===== config.mk =====
export PLATFORM = sky130hd
export DESIGN_NAME = fixed_array_list
export DESIGN_NICKNAME = d
export VERILOG_FILES = /design/src/fal_pkg.sv /design/src/fal_mem.sv /design/src/fal_ctrl.sv /design/src/fixed_array_list.sv
export SDC_FILE = /design/constraint.sdc
export NUM_CORES = 1
export LEC_CHECK = 0
export BUFFER_PORTS_ARGS = -buffer_cell sky130_fd_sc_hd__buf_4
export CAP_MARGIN = 20
export CELL_PAD_IN_SITES_DETAIL_PLACEMENT = 2
export CELL_PAD_IN_SITES_GLOBAL_PLACEMENT = 2
export CORE_UTILIZATION = 42
export CTS_BUF_LIST = sky130_fd_sc_hd__clkbuf_8 sky130_fd_sc_hd__clkbuf_16
export CTS_CLUSTER_DIAMETER = 100
export DETAILED_ROUTE_END_ITERATION = 7
export PLACE_DENSITY_LB_ADDON = 0.2
export SLEW_MARGIN = 20
export SYNTH_ARGS = -nofsm -noshare
export SYNTH_HDL_FRONTEND = slang
export SYNTH_HIERARCHICAL = 1
export SYNTH_SLANG_ARGS = --single-unit

===== constraint.sdc =====
create_clock -name clk_i -period 5.5 [get_ports clk_i]
set_clock_uncertainty 0.15 [all_clocks]
set_input_delay 0.275 -clock clk_i [delete_from_list [all_inputs] [get_ports clk_i]]
set_output_delay 0.275 -clock clk_i [all_outputs]
set_load 0.02 [all_outputs]

===== src/fal_pkg.sv =====
`timescale 1ns / 1ps
`default_nettype none
// ----------------------------------------------------------------------------
// fal_pkg: shared types for the fixed array list
// Request and response payloads, action codes and status codes.
// ----------------------------------------------------------------------------
package fal_pkg;

  typedef enum logic [2:0] {
    ACT_INS_FRONT  = 3'd0,
    ACT_INS_BACK   = 3'd1,
    ACT_REM_FRONT  = 3'd2,
    ACT_REM_BACK   = 3'd3,
    ACT_DROP_FRONT = 3'd4,
    ACT_DROP_BACK  = 3'd5,
    ACT_SEARCH     = 3'd6,
    ACT_READ       = 3'd7
  } action_e;

  typedef enum logic [1:0] {
    ST_OK    = 2'd0,
    ST_FULL  = 2'd1,
    ST_EMPTY = 2'd2,
    ST_RANGE = 2'd3
  } status_e;

  typedef struct packed {
    action_e            action;
    logic signed [31:0] value;
    logic        [4:0]  count;
    logic        [3:0]  position;
  } req_t;

  typedef struct packed {
    logic signed [31:0] data;
    logic               found;
    status_e            status;
    logic        [4:0]  length;
  } rsp_t;

endpackage
`default_nettype wire


===== src/fal_mem.sv =====
`timescale 1ns / 1ps
`default_nettype none
// ----------------------------------------------------------------------------
// fal_mem: list entry storage
// One write port and one read port with registered read data.
// ----------------------------------------------------------------------------
module fal_mem #(
  parameter int DEPTH = 16,
  parameter int AW    = 4
) (
  input  wire logic                     clk_i,
  input  wire logic                     we_i,
  input  wire logic [AW-1:0]            waddr_i,
  input  wire logic signed [31:0]       wdata_i,
  input  wire logic                     re_i,
  input  wire logic [AW-1:0]            raddr_i,
  output      logic signed [31:0]       rdata_o
);

  logic signed [31:0] mem_q [DEPTH];

  always_ff @(posedge clk_i) begin
    if (we_i) begin
      mem_q[waddr_i] <= wdata_i;
    end
    if (re_i) begin
      rdata_o <= mem_q[raddr_i];
    end
  end

endmodule
`default_nettype wire


===== src/fal_ctrl.sv =====
`timescale 1ns / 1ps
`default_nettype none
// ----------------------------------------------------------------------------
// fal_ctrl: list sequencer
// Checks each request, walks the store through one read/write port pair to
// shift, search or fetch entries, and keeps the fill count.
// ----------------------------------------------------------------------------
module fal_ctrl #(
  parameter int DEPTH = 16,
  parameter int AW    = 4,
  parameter int FW    = 5
) (
  input  wire logic                clk_i,
  input  wire logic                rst_ni,
  input  wire logic                in_valid_i,
  input  wire fal_pkg::req_t       in_req_i,
  output      logic                idle_o,
  input  wire logic                slot_free_i,
  output      logic                done_o,
  output      fal_pkg::rsp_t       rsp_o,
  output      logic                mem_we_o,
  output      logic [AW-1:0]       mem_waddr_o,
  output      logic signed [31:0]  mem_wdata_o,
  output      logic                mem_re_o,
  output      logic [AW-1:0]       mem_raddr_o,
  input  wire logic signed [31:0]  mem_rdata_i
);
  import fal_pkg::*;

  localparam int CW = (FW > 5) ? FW : 5;

  typedef enum logic [2:0] {
    S_IDLE,
    S_FETCH,
    S_COPY,
    S_SEARCH,
    S_DONE
  } state_e;

  state_e             state_q, state_d;
  action_e            act_q, act_d;
  logic signed [31:0] value_q, value_d;
  logic [FW-1:0]      fill_q, fill_d;
  logic [FW-1:0]      left_q, left_d;
  logic [AW-1:0]      rd_q, rd_d;
  logic [AW-1:0]      wr_q, wr_d;
  logic               pend_q, pend_d;
  logic               dn_q, dn_d;
  logic signed [31:0] data_q, data_d;
  logic               found_q, found_d;
  status_e            status_q, status_d;

  logic full, empty;

  assign full   = (fill_q == FW'(DEPTH));
  assign empty  = (fill_q == '0);
  assign idle_o = (state_q == S_IDLE);
  assign rsp_o  = '{data: data_q, found: found_q, status: status_q, length: 5'(fill_q)};

  always_comb begin
    state_d     = state_q;
    act_d       = act_q;
    value_d     = value_q;
    fill_d      = fill_q;
    left_d      = left_q;
    rd_d        = rd_q;
    wr_d        = wr_q;
    pend_d      = pend_q;
    dn_d        = dn_q;
    data_d      = data_q;
    found_d     = found_q;
    status_d    = status_q;
    mem_we_o    = 1'b0;
    mem_waddr_o = wr_q;
    mem_wdata_o = mem_rdata_i;
    mem_re_o    = 1'b0;
    mem_raddr_o = rd_q;
    done_o      = 1'b0;

    case (state_q)
      S_IDLE: begin
        if (in_valid_i) begin
          act_d    = in_req_i.action;
          value_d  = in_req_i.value;
          data_d   = '0;
          found_d  = 1'b0;
          status_d = ST_OK;
          pend_d   = 1'b0;
          dn_d     = 1'b0;
          left_d   = '0;
          state_d  = S_DONE;
          case (in_req_i.action)
            ACT_INS_FRONT: begin
              if (full) begin
                status_d = ST_FULL;
              end else begin
                // move entries up from the top down, then place the word at 0
                fill_d  = fill_q + 1'b1;
                rd_d    = AW'(fill_q - 1'b1);
                wr_d    = AW'(fill_q);
                left_d  = fill_q;
                dn_d    = 1'b1;
                state_d = S_COPY;
              end
            end
            ACT_INS_BACK: begin
              if (full) begin
                status_d = ST_FULL;
              end else begin
                mem_we_o    = 1'b1;
                mem_waddr_o = AW'(fill_q);
                mem_wdata_o = in_req_i.value;
                fill_d      = fill_q + 1'b1;
              end
            end
            ACT_REM_FRONT: begin
              if (empty) begin
                status_d = ST_EMPTY;
              end else begin
                mem_re_o    = 1'b1;
                mem_raddr_o = '0;
                fill_d      = fill_q - 1'b1;
                rd_d        = AW'(1);
                wr_d        = '0;
                left_d      = fill_q - 1'b1;
                state_d     = S_FETCH;
              end
            end
            ACT_REM_BACK: begin
              if (empty) begin
                status_d = ST_EMPTY;
              end else begin
                mem_re_o    = 1'b1;
                mem_raddr_o = AW'(fill_q - 1'b1);
                fill_d      = fill_q - 1'b1;
                state_d     = S_FETCH;
              end
            end
            ACT_DROP_FRONT, ACT_DROP_BACK: begin
              if (empty) begin
                status_d = ST_EMPTY;
              end else if (CW'(in_req_i.count) > CW'(fill_q)) begin
                status_d = ST_RANGE;
              end else begin
                fill_d = fill_q - FW'(in_req_i.count);
                if (in_req_i.action == ACT_DROP_FRONT) begin
                  rd_d    = AW'(in_req_i.count);
                  wr_d    = '0;
                  left_d  = fill_q - FW'(in_req_i.count);
                  state_d = S_COPY;
                end
              end
            end
            ACT_SEARCH: begin
              rd_d    = '0;
              left_d  = fill_q;
              state_d = S_SEARCH;
            end
            ACT_READ: begin
              if (CW'(in_req_i.position) >= CW'(fill_q)) begin
                status_d = ST_RANGE;
              end else begin
                mem_re_o    = 1'b1;
                mem_raddr_o = AW'(in_req_i.position);
                state_d     = S_FETCH;
              end
            end
            default: begin
              state_d = S_DONE;
            end
          endcase
        end
      end

      S_FETCH: begin
        data_d  = mem_rdata_i;
        state_d = S_COPY;
      end

      S_COPY: begin
        if (left_q != '0) begin
          mem_re_o = 1'b1;
          rd_d     = dn_q ? rd_q - 1'b1 : rd_q + 1'b1;
          left_d   = left_q - 1'b1;
        end
        pend_d = (left_q != '0);
        if (pend_q) begin
          mem_we_o = 1'b1;
          wr_d     = dn_q ? wr_q - 1'b1 : wr_q + 1'b1;
        end
        if (left_q == '0 && !pend_q) begin
          if (act_q == ACT_INS_FRONT) begin
            mem_we_o    = 1'b1;
            mem_waddr_o = '0;
            mem_wdata_o = value_q;
          end
          state_d = S_DONE;
        end
      end

      S_SEARCH: begin
        if (left_q != '0) begin
          mem_re_o = 1'b1;
          rd_d     = rd_q + 1'b1;
          left_d   = left_q - 1'b1;
        end
        pend_d = (left_q != '0);
        if (pend_q && mem_rdata_i == value_q) begin
          found_d = 1'b1;
          pend_d  = 1'b0;
          state_d = S_DONE;
        end else if (left_q == '0 && !pend_q) begin
          state_d = S_DONE;
        end
      end

      S_DONE: begin
        if (slot_free_i) begin
          done_o  = 1'b1;
          state_d = S_IDLE;
        end
      end

      default: begin
        state_d = S_IDLE;
      end
    endcase
  end

  always_ff @(posedge clk_i or negedge rst_ni) begin
    if (!rst_ni) begin
      state_q  <= S_IDLE;
      fill_q   <= '0;
      left_q   <= '0;
      pend_q   <= 1'b0;
      act_q    <= ACT_INS_FRONT;
      value_q  <= '0;
      rd_q     <= '0;
      wr_q     <= '0;
      dn_q     <= 1'b0;
      data_q   <= '0;
      found_q  <= 1'b0;
      status_q <= ST_OK;
    end else begin
      state_q  <= state_d;
      fill_q   <= fill_d;
      left_q   <= left_d;
      pend_q   <= pend_d;
      act_q    <= act_d;
      value_q  <= value_d;
      rd_q     <= rd_d;
      wr_q     <= wr_d;
      dn_q     <= dn_d;
      data_q   <= data_d;
      found_q  <= found_d;
      status_q <= status_d;
    end
  end

endmodule
`default_nettype wire


===== src/fixed_array_list.sv =====
`timescale 1ns / 1ps
`default_nettype none
// Sequencing: insert back, drop back and errors go straight to the response state;
//   remove back and read pass through a fetch of the addressed entry; shifts and
//   searches walk the list one entry per cycle through the single store port pair.
// Throughput: one request at a time; a new request is taken once the sequencer is idle,
//   even while the previous response still waits in the output register.
// Reset: the fill count and all control state clear; stored words stay undefined.
// ----------------------------------------------------------------------------
// fixed_array_list: bounded ordered list of signed 32-bit words
// Insert, remove, drop, search and indexed read over a store of DEPTH
// entries, walked one entry per cycle by a shared sequencer.
// ----------------------------------------------------------------------------
module fixed_array_list #(
  parameter int DEPTH = 16
) (
  input  wire logic           clk_i,
  input  wire logic           rst_ni,
  input  wire logic           in_valid_i,
  output      logic           in_ready_o,
  input  wire fal_pkg::req_t  in_req_i,
  output      logic           out_valid_o,
  input  wire logic           out_ready_i,
  output      fal_pkg::rsp_t  out_rsp_o
);
  import fal_pkg::*;

  // store address and fill count widths
  localparam int AW = (DEPTH > 1) ? $clog2(DEPTH) : 1;
  localparam int FW = $clog2(DEPTH + 1);

  logic               idle;
  logic               slot_free;
  logic               done;
  rsp_t               rsp;
  logic               mem_we;
  logic [AW-1:0]      mem_waddr;
  logic signed [31:0] mem_wdata;
  logic               mem_re;
  logic [AW-1:0]      mem_raddr;
  logic signed [31:0] mem_rdata;

  logic               out_valid_q;
  rsp_t               out_rsp_q;

  // take a request only while the sequencer has nothing in flight
  assign in_ready_o = idle;

  // the output register can take a new response when empty or draining now
  assign slot_free = !out_valid_q || out_ready_i;

  fal_ctrl #(
    .DEPTH (DEPTH),
    .AW    (AW),
    .FW    (FW)
  ) u_ctrl (
    .clk_i       (clk_i),
    .rst_ni      (rst_ni),
    .in_valid_i  (in_valid_i),
    .in_req_i    (in_req_i),
    .idle_o      (idle),
    .slot_free_i (slot_free),
    .done_o      (done),
    .rsp_o       (rsp),
    .mem_we_o    (mem_we),
    .mem_waddr_o (mem_waddr),
    .mem_wdata_o (mem_wdata),
    .mem_re_o    (mem_re),
    .mem_raddr_o (mem_raddr),
    .mem_rdata_i (mem_rdata)
  );

  fal_mem #(
    .DEPTH (DEPTH),
    .AW    (AW)
  ) u_mem (
    .clk_i   (clk_i),
    .we_i    (mem_we),
    .waddr_i (mem_waddr),
    .wdata_i (mem_wdata),
    .re_i    (mem_re),
    .raddr_i (mem_raddr),
    .rdata_o (mem_rdata)
  );

  // hold the finished response until the consumer takes it
  always_ff @(posedge clk_i or negedge rst_ni) begin
    if (!rst_ni) begin
      out_valid_q <= 1'b0;
    end else if (done) begin
      out_valid_q <= 1'b1;
    end else if (out_ready_i) begin
      out_valid_q <= 1'b0;
    end
  end

  // payload register: load on completion only
  always_ff @(posedge clk_i) begin
    if (done) begin
      out_rsp_q <= rsp;
    end
  end

  assign out_valid_o = out_valid_q;
  assign out_rsp_o   = out_rsp_q;

endmodule
`default_nettype wire

==> results of run 1 <==
-- per-layer routing --
metal	vias to the layer above	wire (um)	global-route usage (%)
met5	-	0	0
met4	0	2300	7.50
met3	136	5600	4.91
met2	635	43100	44.4
met1	8860	36800	36.1
li1	6834	-	-
-- cell families after synthesis --
logic type      share of synthesized area, %
fa+ha+maj                               1.09
xor+xnor                                1.27
simple gates                            6.02
mux                                     10.6
flops                                   71.8
buf+inv                                 2.40
compound gates                          6.81
-- worst max-delay path, stage by stage, from the launching register on --
cell     delay (ns)
dfrtp_1        0.56
inv_1          0.30
ha_1           0.30
nor4b_2        0.86
nand2_1        0.16
nor3b_2        0.25
o22ai_4        0.59
buf_12         0.38
mux4_2         0.55
a22oi_1        0.27
nand2_1        0.09
-- report_power, final --
part | switching, mW | internal, mW
Sequential | 0.606 | 6.92
Combinational | 3.60 | 2.12
Clock | 2.05 | 2.73
-- per-stage QoR --
stage               hold slack [ns]  total power [mW]
floorplan                    -0.171              11.0
global placement              0.282              12.9
detailed placement            0.282              13.3
CTS                          0.0186              18.2
global route                 0.0568              18.8
finish                       0.0511              18.0
-- layout make-up --
cell class | instances | area [um2] | area share (%)
clock inverters | 54 | 382 | 1.18
clock buffers | 78 | 1930 | 5.95
well taps | 855 | 1070 | 3.30
repair buffers | 175 | 1590 | 4.92
flip-flops and latches | 678 | 19900 | 61.4
multi-input cells | 828 | 7320 | 22.6
diodes | 2 | 5.00 | 0.0154
inverters | 60 | 225 | 0.695
-- repair_timing --
action | in CTS | in global routing
buffers inserted | 0 | 0
hold endpoints to repair | 97 | 0
hold buffers | 37 | 0
-- state kept, by name (all words and copies together), names as in the netlist --
name and count:
out_rsp_o 40, out_valid_o 1, u_ctrl/act_q 3, u_ctrl/data_q 32, u_ctrl/dn_q 1, u_ctrl/fill_q 5
u_ctrl/found_q 1, u_ctrl/left_q 5, u_ctrl/pend_q 1, u_ctrl/rd_q 4, u_ctrl/state_q 3, u_ctrl/status_q 2
u_ctrl/value_q 32, u_ctrl/wr_q 4, u_mem/mem_q 512, u_mem/rdata_o 32
-- how the worst max path moves through the flow --
stage                                 start                     endpoint  slack [ns]  depth (start not counted)
5_1_grt        u_ctrl/fill_q[0]$_DFFE_PN0P_   u_mem/rdata_o[9]$_DFFE_PP_        0.39                         10
2_1_floorplan  u_ctrl/left_q[0]$_DFFE_PN0P_  u_mem/mem_q[0][0]$_DFFE_PP_        0.39                         10
3_3_place_gp   u_ctrl/fill_q[0]$_DFFE_PN0P_  u_mem/rdata_o[13]$_DFFE_PP_        0.94                         10
3_5_place_dp   u_ctrl/fill_q[0]$_DFFE_PN0P_   u_mem/rdata_o[9]$_DFFE_PP_        0.76                         10
6_report       u_ctrl/fill_q[0]$_DFFE_PN0P_   u_mem/rdata_o[9]$_DFFE_PP_        0.73                         10
4_1_cts        u_ctrl/fill_q[0]$_DFFE_PN0P_   u_mem/rdata_o[9]$_DFFE_PP_        0.76                         10
-- layout by cell type, fill, tap and decap left out, types with 14 or more instances in the layout --
cell,synthesis,layout
dlygate4sd3_1,0,37
o21ai_0,26,26
a222oi_1,32,32
inv_1,56,69
a22oi_1,69,69
dfrtp_1,94,94
buf_4,10,123
a21oi_1,21,21
xnor2_1,27,27
clkbuf_16,0,76
nor2_4,1,14
buf_12,0,15
clkinv_1,1,18
nor2_1,46,32
edfxtp_1,584,584
mux4_2,128,128
ha_1,21,21
nand2_1,227,226
o21ai_1,48,47
==> qor.yml, run 1 <==
clkLatencyLatePin_ns: 0.62
dp_slack_ns: 0.765
ctsResizeCount: 0
synth.net_count: 1731
post-synth-top-area-fraction_pct: 63.3
clk_path_buf_depth: 3
synthTopCellsByCount: "edfxtp_1, nand2_1, mux4_2"
root_buffer: "clkbuf_16"
drive_gt1_share_pct: 22.2
ys_warn_count: 6
vias_per_cell: 6.03
crit_required_ns: 5.71
max_slew.worst_pin.slew_ns: 1.15
n_fill_cell: 5806
syn_to_final_growth_pct: 17.1
io_pins: 90
powerDensity_mw_per_mm2: 556
cts_tree: "done"
layout_setup_ws_ns: 0.732
rr_endpoint: "u_mem/rdata_o[9]$_DFFE_PP_"
core_mm2: 0.0648
min_period_over_period_pct: 86.7
r2r_start: "u_ctrl/fill_q[0]$_DFFE_PN0P_"
finalWirelength_um: 87800
syn_area_mm2: 0.0277
grt_remaining_overflow: 0
finalSetupViolations: 0
synth_cells: 1660
dpl.cell_count: 2559
path_max_fanout: 41
synth_most_common_cell: "edfxtp_1"
syn_area_per_cell_um2: 16.7
track_usage_pct: 26.7
place_area_mm2: 0.0297
ant_nets: 0
min_period_ns: 4.77
worstSetupPathType: "reg2reg"
rrSetupSlack_ns: 0.73
min_from: "in_req_i[4]"
fp.dieArea_mm2: 0.0669
run_status: "completed"
antenna_found_initial: 1
route.detailed.drc: 0
synth_edf_count: 584
setup_tns_ns: 0
p_leak_nw: 11.3
hold_path_depth: 5
end_kind: "register"
final_cell_count_no_fill: 2730
ir_worst_vdd_mv: 0.291
async_flop_share_pct: 13.9
htree_num_levels: 3
worstSetupStartpointType: "register"
wl_per_cell_um: 32.2
ys_ff_latch: 678
grt_pass1_vias: 17700
rsz0062_at_grt: "false"
yosysTopAreaCell: "edfxtp_1"
start_util_pct: 42.7
fin_nets: 1889
slew_headroom_pct: 23.5
crit_arrival_ns: 4.98
hold_class: "in2reg"
yosysSeqAreaShare_pct: 71.8
clock-sinks: 678
grt_max_degree: 80
fp-row-count: 93
design_area_mm2: 0.0324
synthTopCellsByArea: "edfxtp_1, mux4_2, dfrtp_1"
drt_iter0_drc: 1612
final_util_pct: 50.0
hold_viol: 0
slew_viol_final: 0
routabilityCongestion: 0.824
clk_pin_slew_ns: 0.06
port_buffers: 89
vias: 16500
hold_path_end: "u_ctrl/fill_q[0]$_DFFE_PN0P_"
reg2reg_depth: 10
ys_types: 80
yosys_most_used_dff: "edfxtp_1"
grt_pass1_wl_um: 127000
fmax_mhz: 210
numCtsBuffers: 75
die_height_um: 259
drt-pass1-iter-count: 8
hpwl_um: 54700
die_w_um: 259
maxCapViolations: 0
(Power assumes the default switching activity.)
==> run 2: changes to the inputs <==
--- a/config.mk
+++ b/config.mk
@@ -7,9 +7,7 @@
 export LEC_CHECK = 0
 export BUFFER_PORTS_ARGS = -buffer_cell sky130_fd_sc_hd__buf_4
 export CAP_MARGIN = 20
-export CELL_PAD_IN_SITES_DETAIL_PLACEMENT = 2
-export CELL_PAD_IN_SITES_GLOBAL_PLACEMENT = 2
-export CORE_UTILIZATION = 42
+export CORE_UTILIZATION = 44
 export CTS_BUF_LIST = sky130_fd_sc_hd__clkbuf_8 sky130_fd_sc_hd__clkbuf_16
 export CTS_CLUSTER_DIAMETER = 100
 export DETAILED_ROUTE_END_ITERATION = 7
==> run 2 against run 1 <==
  * Flip-flop and latch count stayed put
  * Global-route usage is 4.1 points lower
  * Clock-buffer cell count is 6 lower
  * Cell count is 1.1% lower
  * Die area is 4.5% lower
  * Sequential power is 0.9% lower
  * Power is 4.4% lower
  * Critical path type unchanged
  * Largest power group unchanged
  * Combinational power is 7.5% lower
==> qor.yml, run 2 (synthesis gave the netlist of run 1 again) <==
multi_input_area_mm2: 0.00731  # -0.10%
reg2reg_depth: 10  # unchanged
p_int_mw: 11.5  # -1.9%
p_sw_mw: 5.68  # -9.2%
clk_path_buf_depth: 3  # unchanged
hold_viol: 0  # unchanged
syn_to_final_growth_pct: 16.1
ant_nets: 0  # unchanged
n_fill_cell: 5074  # -13%
core_mm2: 0.0619  # -4.4%
slew_viol_final: 0  # unchanged
fp-row-count: 91  # -2.2%
antenna_found_initial: 0  # -1
crit_arrival_ns: 4.92  # -0.06 ns
drt-pass1-iter-count: 7  # -1
htree_num_levels: 3  # unchanged
netSwitchingFraction_pct: 33.0  # -1.7 points
hpwl_um: 40800  # -25%
track_usage_pct: 22.6  # -4.1 points
fin_nets: 1881  # -0.42%
finalWirelength_um: 71000  # -19%
ctsResizeCount: 0  # unchanged
path_max_fanout: 19  # -54%
start_util_pct: 44.7  # +2.0 points
end_kind: "register"
grt_pass1_wl_um: 104000  # -18%
dp_slack_ns: 0.889  # +0.124 ns
hold_path_depth: 5  # unchanged
root_buffer: "clkbuf_16"
run_status: "completed"
io_pins: 90  # unchanged
clkLatencyLatePin_ns: 0.62  # about the same
drt_iter0_drc: 1790  # +11%
grt_remaining_overflow: 0  # unchanged
route.detailed.drc: 0  # unchanged
cts_tree: "done"
total_power_mw: 17.2  # -4.4%
layout_setup_ws_ns: 0.781  # +0.0491 ns
clock-sinks: 678  # unchanged
numCtsBuffers: 70  # -6.7%
die_height_um: 253  # -2.3%
drive_gt1_share_pct: 21.7  # -0.42 points
min_period_over_period_pct: 85.8  # -0.89 points
register_area_mm2: 0.0199  # unchanged
ir_worst_vdd_mv: 0.227  # -22%
clk_pin_slew_ns: 0.06  # about the same
grt_pass1_vias: 15600  # -12%
wl_per_cell_um: 26.3  # -18%
port_buffers: 89  # unchanged
max_slew.worst_pin.slew_ns: 1.03  # -0.117 ns
min_period_ns: 4.72  # -0.0491 ns
vias_per_cell: 5.85  # -2.9%
slew_headroom_pct: 31.3  # +7.8 points
p_leak_nw: 11.2  # -0.85%
finalSetupViolations: 0  # unchanged
rsz0062_at_grt: "false"
crit_required_ns: 5.70  # about the same
regMostFlops: "u_mem/mem_q"
powerDensity_mw_per_mm2: 536  # -3.6%
final_common_cell: "edfxtp_1"
worstSetupStartpointType: "register"
largest_reg_flops: 512  # unchanged
fp.dieArea_mm2: 0.0639  # -4.5%
comb_power_share_pct: 30.7  # -1.0 points
power_frac_clock_pct: 26.0  # -0.5 points
final_util_pct: 51.9  # +1.9 points
hold_class: "in2reg"
maxCapViolations: 0  # unchanged
die_w_um: 253  # -2.3%
diodes: 0  # -2
postCtsSetupBuffers: 0  # unchanged
fmax_mhz: 212  # +1.0%
setup_tns_ns: 0  # unchanged
grt_max_degree: 80  # unchanged
pwr-share-seq_pct: 43.2  # +1.5 points
vias: 15800  # -4.0%
final_cell_mix: "edfxtp_1, nand2_1, mux4_2"
dpl.cell_count: 2538  # -0.82%
worstSetupPathType: "reg2reg"
routabilityCongestion: 0.889  # +7.8%
final_cell_count_no_fill: 2700  # -1.1%
run 2: changes by cell type in the layout (fill, tap and decap cells not counted), moves of 2 or more:
cell / delta
buf_12: -6
buf_4: +3
clkbuf_16: -5
clkinv_1: -6
clkinv_2: +2
diode_2: -2
inv_1: +4
run 2: final cells by class:
type	count	share of cell area, %
flip-flops and latches	678	61.9
multi-input cells	828	22.8
clock buffers	72	5.57
repair buffers	172	4.66
well taps	837	3.26
clock inverters	53	1.14
inverters	60	0.701
run 2: repair_timing:
item / CTS / global route
setup endpoints to repair: 0 / 0
endpoints found under the hold margin: 77 / 0
hold buffers: 37 / 0
run 2: final timing paths:
path | start | endpoint | slack, ns
hold reg to reg | u_ctrl/data_q[0]$_DFFE_PN0P_ | out_rsp_o[8]$_DFFE_PP_ | 0.29
hold / removal | in_req_i[4] | u_ctrl/left_q[0]$_DFFE_PN0P_ | 0.03
min in group asynchronous | rst_ni | u_ctrl/fill_q[3]$_DFFE_PN0P_ | 0.06
setup reg to reg | u_ctrl/fill_q[0]$_DFFE_PN0P_ | u_mem/rdata_o[27]$_DFFE_PP_ | 0.78
setup / recovery | u_ctrl/fill_q[0]$_DFFE_PN0P_ | u_mem/rdata_o[27]$_DFFE_PP_ | 0.78
max in group asynchronous | rst_ni | u_ctrl/value_q[4]$_DFFE_PN0P_ | 3.95
run 2: critical path: stages, from the launching register on:
cell	delay, ns
dfrtp_1	0.54
inv_1	0.28
ha_1	0.28
nor4b_2	0.86
nand2_1	0.17
nor3b_2	0.25
o22ai_4	0.76
buf_4	0.40
mux4_2	0.34
a22oi_1	0.30
nand2_1	0.10
run 2: stage by stage:
| stage | hold slack [ns] | cell area, um2 |
|---|---|---|
| 2_1_floorplan | -0.171 | 27700 |
| 3_3_place_gp | 0.177 | 29600 |
| 3_5_place_dp | 0.180 | 29600 |
| 4_1_cts | 0.0103 | 32100 |
| 5_1_grt | 0.0398 | 32100 |
| 6_report | 0.0273 | 32100 |
run 2: per-layer routing:
metal	track usage (%)	routed length, um
met5	0	0
met4	7.10	1510
met3	3.44	5580
met2	36.8	34600
met1	31.4	29300
run 2: power by group through the flow:
| stage | sequential, mW | clock, mW | combinational, mW |
|---|---|---|---|
| after floorplan | 7.39 | 0 | 3.57 |
| after global placement | 7.51 | 0 | 5.19 |
| after detailed placement | 7.54 | 0 | 5.29 |
| after CTS | 7.43 | 4.57 | 5.31 |
| after global routing | 7.51 | 4.76 | 5.73 |
| final | 7.45 | 4.48 | 5.29 |
